### config.mk
export PLATFORM = sky130hd
export DESIGN_NAME = fixed_point_mlp_policy_gate_top
export DESIGN_NICKNAME = d
export VERILOG_FILES = /design/src/hdl/fpmg_pkg.sv /design/src/hdl/fpmg_core.sv /design/src/hdl/fixed_point_mlp_policy_gate_top.sv
export SDC_FILE = /design/constraint.sdc
export NUM_CORES = 1
export LEC_CHECK = 0
export ABC_AREA = 1
export BUFFER_PORTS_ARGS = -buffer_cell sky130_fd_sc_hd__buf_2
export CELL_PAD_IN_SITES_DETAIL_PLACEMENT = 1
export CELL_PAD_IN_SITES_GLOBAL_PLACEMENT = 1
export CORE_MARGIN = 1.5
export CORE_UTILIZATION = 32
export DETAILED_ROUTE_END_ITERATION = 10
export PLACE_DENSITY = 0.67
export SETUP_SLACK_MARGIN = 0.2
export SYNTH_ARGS = -nofsm -noshare
export SYNTH_HDL_FRONTEND = slang
export SYNTH_HIERARCHICAL = 1
export SYNTH_SLANG_ARGS = --single-unit
### constraint.sdc
create_clock -name clk -period 7 [get_ports clk]
set_input_delay 1.4 -clock clk [delete_from_list [all_inputs] [get_ports clk]]
set_output_delay 1.4 -clock clk [all_outputs]
set_load 0.03 [all_outputs]
### src/hdl/fpmg_pkg.sv
// shared types and constants for the fixed-point mlp policy gate
// no dependencies
`default_nettype none
package fpmg_pkg;

  localparam int WEIGHT_FRAC_BITS_DEF  = 12;
  localparam int FEATURE_FRAC_BITS_DEF = 16;
  localparam int LOAD_FRAC_BITS        = 11;
  localparam int FEATURE_CAP_UNITS     = 16;
  localparam int BIG_WEIGHT            = 32767;
  localparam int MEM_BIAS_Q16          = 6554;

  localparam int FRAMES_W = 32;
  localparam int LOAD_W   = 32;
  localparam int CPUS_W   = 11;
  localparam int COUNT_W  = 2;
  localparam int S_DATA_W = 112;
  localparam int M_DATA_W = 8;

  typedef struct packed {
    logic health_scan;
    logic trim_footprint;
    logic reclaim_memory;
  } action_t;

endpackage
`default_nettype wire

### src/hdl/fpmg_core.sv
// three-stage datapath: threshold products, compares, action count
// depends on fpmg_pkg
`default_nettype none
module fpmg_core #(
  parameter int WEIGHT_FRAC_BITS  = fpmg_pkg::WEIGHT_FRAC_BITS_DEF,
  parameter int FEATURE_FRAC_BITS = fpmg_pkg::FEATURE_FRAC_BITS_DEF
) (
  input  wire logic                            clk,
  input  wire logic                            rst,
  input  wire logic                            en,
  input  wire logic                            in_valid,
  input  wire logic [fpmg_pkg::FRAMES_W-1:0]   mem_free,
  input  wire logic [fpmg_pkg::FRAMES_W-1:0]   mem_total,
  input  wire logic                            thermal_flag,
  input  wire logic [fpmg_pkg::LOAD_W-1:0]     load_avg_q11,
  input  wire logic [fpmg_pkg::CPUS_W-1:0]     cpus_online,
  output logic                                 out_valid,
  output fpmg_pkg::action_t                    act,
  output logic [fpmg_pkg::COUNT_W-1:0]         action_count
);

  localparam int F  = FEATURE_FRAC_BITS;
  localparam int W  = WEIGHT_FRAC_BITS;
  localparam int SH = F - fpmg_pkg::LOAD_FRAC_BITS;
  localparam int XW = fpmg_pkg::FRAMES_W + F;
  localparam int LW = fpmg_pkg::LOAD_W + SH;

  // smallest hidden activation that still gives a positive logit
  localparam longint T    = ((longint'(1) << W) + longint'(fpmg_pkg::BIG_WEIGHT) - 1)
                            / longint'(fpmg_pkg::BIG_WEIGHT);
  localparam longint ONE  = longint'(1) << F;
  localparam longint BIAS = (longint'(fpmg_pkg::MEM_BIAS_Q16) << F) >> 16;
  localparam longint C0   = BIAS - T + 1;
  localparam longint K    = ONE + T;
  localparam longint CAP  = longint'(fpmg_pkg::FEATURE_CAP_UNITS) << F;
  localparam logic ZERO_TOTAL_RECLAIM = (ONE + T <= BIAS);
  localparam logic THERMAL_ON = ((ONE >> 1) * longint'(fpmg_pkg::BIG_WEIGHT)
                                 >= (longint'(1) << W));
  localparam logic HIGH_LOAD_OK = (CAP >= K);

  localparam logic [XW-1:0] C0X = XW'(C0);
  localparam logic [LW-1:0] KX  = LW'(K);

  // stage 1
  logic          v1;
  logic [XW-1:0] a0;
  logic [XW-1:0] m0;
  logic          tz;
  logic          th1;
  logic [LW-1:0] a2;
  logic [LW-1:0] m2;
  logic          cz;
  // stage 2
  logic              v2;
  fpmg_pkg::action_t act2;

  always_ff @(posedge clk) begin
    if (rst) begin
      v1 <= 1'b0;
      v2 <= 1'b0;
      out_valid <= 1'b0;
    end else if (en) begin
      v1 <= in_valid;
      v2 <= v1;
      out_valid <= v2;
    end
  end

  always_ff @(posedge clk) begin
    if (en) begin
      a0  <= {mem_free, {F{1'b0}}};
      m0  <= C0X * {{F{1'b0}}, mem_total};
      tz  <= (mem_total == '0);
      th1 <= thermal_flag;
      a2  <= {load_avg_q11, {SH{1'b0}}};
      m2  <= KX * {{(LW - fpmg_pkg::CPUS_W){1'b0}}, cpus_online};
      cz  <= (cpus_online == '0);

      act2.reclaim_memory <= tz ? ZERO_TOTAL_RECLAIM : (a0 < m0);
      act2.trim_footprint <= th1 & THERMAL_ON;
      act2.health_scan    <= (th1 & THERMAL_ON) | (!cz & HIGH_LOAD_OK & (a2 >= m2));

      act <= act2;
      action_count <= {1'b0, act2.reclaim_memory} + {1'b0, act2.trim_footprint}
                      + {1'b0, act2.health_scan};
    end
  end

  a_count: assert property (@(posedge clk) disable iff (rst)
    out_valid |-> action_count == fpmg_pkg::COUNT_W'($countones(act)))
    else $error("action count mismatch");
  a_trim_health: assert property (@(posedge clk) disable iff (rst)
    out_valid && act.trim_footprint |-> act.health_scan)
    else $error("trim without health scan");
  a_reset: assert property (@(posedge clk) $past(rst) && !rst |-> !v1 && !v2 && !out_valid)
    else $error("valid after reset");

endmodule
`default_nettype wire

### src/hdl/fixed_point_mlp_policy_gate_top.sv
// top level of the load-policy gate: stream ports around the datapath
// depends on fpmg_pkg and fpmg_core
//
// Takes one load snapshot per item and returns one action item. The block
// accepts an item every cycle while the result side is not stalled; a
// result passes through the three register stages of fpmg_core (threshold
// products, compares, action count) before it is valid. A stalled result
// holds the whole pipeline.
`default_nettype none
module fixed_point_mlp_policy_gate_top #(
  parameter int WEIGHT_FRAC_BITS  = fpmg_pkg::WEIGHT_FRAC_BITS_DEF,
  parameter int FEATURE_FRAC_BITS = fpmg_pkg::FEATURE_FRAC_BITS_DEF
) (
  input  wire logic                          clk,
  input  wire logic                          rst,
  input  wire logic                          s_axis_tvalid,
  output logic                               s_axis_tready,
  // mem_free, mem_total, thermal_flag, load_avg_q11, cpus_online
  input  wire logic [fpmg_pkg::S_DATA_W-1:0] s_axis_tdata,
  output logic                               m_axis_tvalid,
  input  wire logic                          m_axis_tready,
  // reclaim_memory, trim_footprint, health_scan, action_count
  output logic [fpmg_pkg::M_DATA_W-1:0]      m_axis_tdata
);

  logic                            en;
  fpmg_pkg::action_t               act;
  logic [fpmg_pkg::COUNT_W-1:0]    action_count;

  assign en = !m_axis_tvalid || m_axis_tready;
  assign s_axis_tready = en;

  fpmg_core #(
    .WEIGHT_FRAC_BITS (WEIGHT_FRAC_BITS),
    .FEATURE_FRAC_BITS(FEATURE_FRAC_BITS)
  ) u_core (
    .clk         (clk),
    .rst         (rst),
    .en          (en),
    .in_valid    (s_axis_tvalid),
    .mem_free    (s_axis_tdata[31:0]),
    .mem_total   (s_axis_tdata[63:32]),
    .thermal_flag(s_axis_tdata[64]),
    .load_avg_q11(s_axis_tdata[96:65]),
    .cpus_online (s_axis_tdata[107:97]),
    .out_valid   (m_axis_tvalid),
    .act         (act),
    .action_count(action_count)
  );

  assign m_axis_tdata = {3'b000, action_count, act.health_scan, act.trim_footprint,
                         act.reclaim_memory};

  a_pad: assert property (@(posedge clk) disable iff (rst)
    m_axis_tvalid |-> m_axis_tdata[7:5] == 3'b000)
    else $error("nonzero pad bits");
  a_ready: assert property (@(posedge clk) disable iff (rst)
    !m_axis_tvalid |-> s_axis_tready)
    else $error("not ready while output empty");
  a_count: assert property (@(posedge clk) disable iff (rst)
    m_axis_tvalid |-> m_axis_tdata[4:3] == 2'($countones(m_axis_tdata[2:0])))
    else $error("count mismatch at port");

endmodule
`default_nettype wire

# Yosys cells after proc, flatten, opt, wreduce, memory -nomap -nowiden

Index checks and enable logic that the tools add are counted.

Register bits: 150
Word-level logic and storage cells: 30
Bits of input ports: 116
Output and inout port bits: 10

Bitwise gates (word level): 2
Order comparisons: 2
Reductions and logical operators: 5
Multipliers: 2
$add $sub $neg: 2

Operators by type and width:

| operator                                           | number |
|---|---|
| less-than comparator 48 x 45 -> 1 bit              | 1 |
| multiplier 12 x 32 -> 44 bit, first input constant | 1 |
| >= comparator 37 x 28 -> 1 bit                     | 1 |
| logical NOT 32 bit                                 | 1 |
| multiplier 17 x 11 -> 28 bit, first input constant | 1 |
| logical NOT 11 bit                                 | 1 |
| adder 1 x 1 -> 2 bit                               | 1 |
| adder 2 x 1 -> 2 bit                               | 1 |
| logical NOT 1 bit                                  | 2 |
| bitwise AND 1 bit                                  | 1 |
| logical OR 1 bit                                   | 1 |
| bitwise OR 1 bit                                   | 1 |

# Depth between registers and ports, before layout

Depth in word-level cells: 3
Depth in mapped cells: 23
Gate-level depth less buffers: 23

# By module

Netlist, hierarchy kept.

By module, submodules not included:

| module                          | area each (µm²) | seq. area each (µm²) | times used | cells each |
|---|---|---|---|---|
| fpmg_core                       | 14360.0         | 3963.8               | 1          | 1608 |
| fixed_point_mlp_policy_gate_top | 33.8            | 0.0                  | 1          | 6 |

# Worst setup path before layout

Ideal clock, no wire load.

Path kind: input to output
Start: in m_axis_tready
End: out s_axis_tready
Arrival: 4415 ps
Setup slack: 1185 ps
Data required time: 5600 ps
Stages on the path: 2
Buffers on the path: 0
Cells stage by stage: inv_1 -> nand2_1

Longest elaborated chain between the ends: 1

RTL lines:

| what               | RTL line                              | text |
|---|---|---|
| start: declaration | fixed_point_mlp_policy_gate_top.sv:21 | `input wire logic m_axis_tready,` |
| logical OR 1 bit   | fixed_point_mlp_policy_gate_top.sv:30 | `assign en = !m_axis_tvalid \|\| m_axis_tready;` |
| end: declaration   | fixed_point_mlp_policy_gate_top.sv:17 | `output logic s_axis_tready,` |

Every way passes these cells.

# Final worst setup path

Start: in s_axis_tdata[56] (netlist bit)
End: reg u_core.m0[41], data pin

Longest elaborated chain between the ends: 1

RTL lines:

| what                         | RTL line                              | text |
|---|---|---|
| start: declaration           | fixed_point_mlp_policy_gate_top.sv:19 | `input wire logic [fpmg_pkg::S_DATA_W-1:0] s_axis_tdata,` |
| multiplier 12 x 32 -> 44 bit | fpmg_core.sv:72                       | `m0 <= C0X * {{F{1'b0}}, mem_total};` |
| end signal: assignment       | fpmg_core.sv:72                       |  |
| end: declaration             | fpmg_core.sv:47                       | `logic [XW-1:0] m0;` |

Every way passes these cells.
A chain may end at the register's enable or synchronous reset.

==> impl_metrics.tcl <==
set metrics [dict create \
    drv_cap 0 \
    synth_largest_area_cell "edfxtp_1" \
    skew_ns 0.00858 \
    ant_nets 0 \
    cp-end-kind "register" \
    io_buffers 118 \
    cp.arrival_ns 5.82 \
    synth-async-reset-ratio 0 \
    syn-mean-instance-area_um2 8.92 \
    cts.sinks 133 \
    worstMarginPinSlew_ns 1.12 \
    p_seq_frac 0.166 \
    final.min_clock_period_ns 5.65 \
    synth_most_common_cell "inv_1" \
    postCtsHoldBufs 0 \
    power.switching_mw 4.14 \
    grt_first_pass_wirelength_um 58500 \
    first_pass_iters 4 \
    initial_core_util 0.325 \
    root_buffer "clkbuf_16" \
    maxSlewViolCount 0 \
    synth_edf_count 130 \
    numCtsBuffers 17 \
    synth.area.top_cells "edfxtp_1 (27%), ha_1 (22%), fa_1 (17%)" \
    num_vias 10460 \
    synth_flop_cell "edfxtp_1" \
    clk_path_buf_depth 2 \
    dpl.hpwl_um 31800 \
    dr.first_iter.drc_count 351 \
    hold_class "reg2reg" \
    nFillCells 5281 \
    ioPinCount 126 \
    yosysWarnings 6 \
    worstPathRequired_ns 7.17 \
    finalSetupViolCount 0 \
    seq_area_mm2 0.00396 \
    core_mm2 0.0443 \
    ys_seq_elements 133 \
    die_h_um 215 \
    status "complete, no violations" \
    cts_tree "done" \
    p_leak_nw 8.83 \
    post-route-period-util 0.807 \
    grt_max_degree 93 \
    power.internal_mw 3.65 \
    grt_setup_unrepaired "false" \
    cpMaxStageDelayCell "fa_1" \
    ctsResizeCount 0 \
    ys_types 34 \
    drive_above_1_share 0.108 \
    synth_top_area_frac 0.271 \
    post-place-ws_ns 0.901 \
    htreeDepth 4 \
    top_layer_used "met4" \
    clkSlewWorstSetupHoldPaths_ns 0.07 \
    syn_to_final_growth_pct 13.2 \
    synthCells 1614 \
    viasPerCell 4.44 \
    hold_viol 0 \
    path_cells "buf_2 -> inv_1 -> ha_1 -> inv_1 -> fa_1 -> inv_1 -> fa_1 -> inv_1 -> fa_1 -> inv_1 -> fa_1 -> ha_1 -> nand2_1 -> inv_1 -> a21oi_1 -> nand2_1 -> a21oi_1 -> nand3_1 -> nand2_1 -> nand2_1" \
    wl_per_cell_um 15.3 \
    cpPeakStageDelay_ns 0.56 \
    met3_length_um 819 \
    power_per_cell_area_mw_per_mm2 478 \
    worst-path-max-fanout 6 \
    grt_usage 0.161 \
    die_width_um 215 \
    multiInputGateArea_mm2 0.00874 \
    pwr-share-clk 0.108 \
    synth-seq-area-share 0.275 \
    synth_area_mm2 0.0144 \
    finalWirelength_um 35900 \
    setup_tns_ns 0 \
    die_area_mm2 0.0463 \
    sw_frac_of_total 0.532 \
    rows 77 \
    clk_latency_ns 0.43 \
    hold_path.startpoint "u_core/th1" \
    route.met2.wl_um 17700 \
    final_nets 2240 \
    synth_top_cells_by_count "inv_1 (445), nand2_1 (339), ha_1 (248)" \
    combPwrFrac 0.726 \
    cp-startpoint "s_axis_tdata[56]" \
    antenna_found_initial 1 \
    drcViolationCount 0 \
    irDropWorstVdd_mv 0.215 \
    critPathLaunchType "primary input" \
    grt_pass1_vias 11553 \
    diodes 0 \
    max_freq_ghz 0.177 \
    fin_ws_ns 1.35 \
    path_common_cell "inv_1" \
    gp_congestion 0.871 \
    overflow 0 \
    r2r_start "u_core/out_valid" \
    path_class "in2reg" \
    maxSlewHeadroom 0.253 \
    cts_setup_buffers 0 \
    wl_met1_um 16900 \
]
==> per-stage QoR <==
stage	util	hold slack (ns)	std cells	total power, mW	instance area, um2
after detailed placement	0.355	0.437	2324	7.00	15700
after global placement	0.355	0.433	2324	6.82	15700
after floorplan	-	0.426	1616	5.34	14400
after CTS	0.368	0.448	2356	7.89	16300
final	0.368	0.444	2356	7.79	16300
after global routing	0.368	0.464	2356	8.71	16300
==> power groups by stage <==
| stage | Sequential (mW) | Combinational (mW) | Clock [mW] |
|---|---|---|---|
| after CTS | 1.30 | 5.73 | 0.867 |
| after detailed placement | 1.31 | 5.69 | 0 |
| after floorplan | 1.30 | 4.04 | 0 |
| final | 1.29 | 5.65 | 0.840 |
| after global placement | 1.30 | 5.52 | 0 |
| after global routing | 1.31 | 6.50 | 0.898 |
==> worst paths after layout <==
kind	slack [ns]	cells after the start	to
worst max register to register	4.85	2	u_core/m0[7]
worst min register to register	0.44	0	u_core/act2[1]
worst max-delay path	1.35	20	u_core/m0[41]
worst min-delay path	0.44	0	u_core/act2[1]
==> state kept, by name, indices dropped and copies added (netlist names) <==
signal / cells
u_core/m0: 44
u_core/a0: 32
u_core/a2: 32
u_core/m2: 11
u_core/act2: 3
u_core/act: 3
u_core/action_count: 2
u_core/cz: 1
u_core/out_valid: 1
u_core/th1: 1
u_core/tz: 1
u_core/v1: 1
u_core/v2: 1
==> kinds of logic (layout without fill, tap and decap cells) <==
logic type	after synthesis	after routing	synth area share
AOI/OAI and AO/OA	89	89	0.0351
other	1	3	0.000261
adders and majority gates	373	373	0.389
buffers and inverters	450	598	0.118
and+or+nand+nor	521	521	0.153
DFF	133	133	0.275
xor gates and xnor gates	47	47	0.0286
==> layout make-up <==
cell class | count | area share
multi-input combinational | 1033 | 0.537
sequential | 133 | 0.243
inverter | 447 | 0.103
tap | 592 | 0.0455
timing repair buffer | 119 | 0.0367
clock buffer | 17 | 0.0261
clock inverter | 15 | 0.00860
==> worst max-delay path: cells and delay by family <==
| family | cells | cell delay [ns] |
|---|---|---|
| adders and majority gates | 6 | 2.87 |
| buffers and inverters | 7 | 0.57 |
| and+or+nand+nor | 5 | 0.55 |
| AOI/OAI and AO/OA | 2 | 0.40 |
==> metal layers <==
metal,vias to the layer above,global-route usage
met1,5055,0.206
met2,140,0.288
met4,0,0.0413
met5,-,0
li1,5235,-
met3,30,0.0177
==> cells in the final DEF (no fill, tap or decap), drive strengths merged, types with 3 or more instances in the layout <==
cell type    n
fa         125
buf        119
conb         3
edfxtp     130
nor3        11
inv        457
nand3       42
clkinvlp     3
xnor2       10
o21bai       7
nand2      358
a21o        10
o21ai       15
xor2        37
a21oi       52
or2          5
nand4       16
nor2        82
clkbuf      17
nor4         5
ha         248
dfxtp        3
No activity file was read; power rests on OpenSTA's default activity.
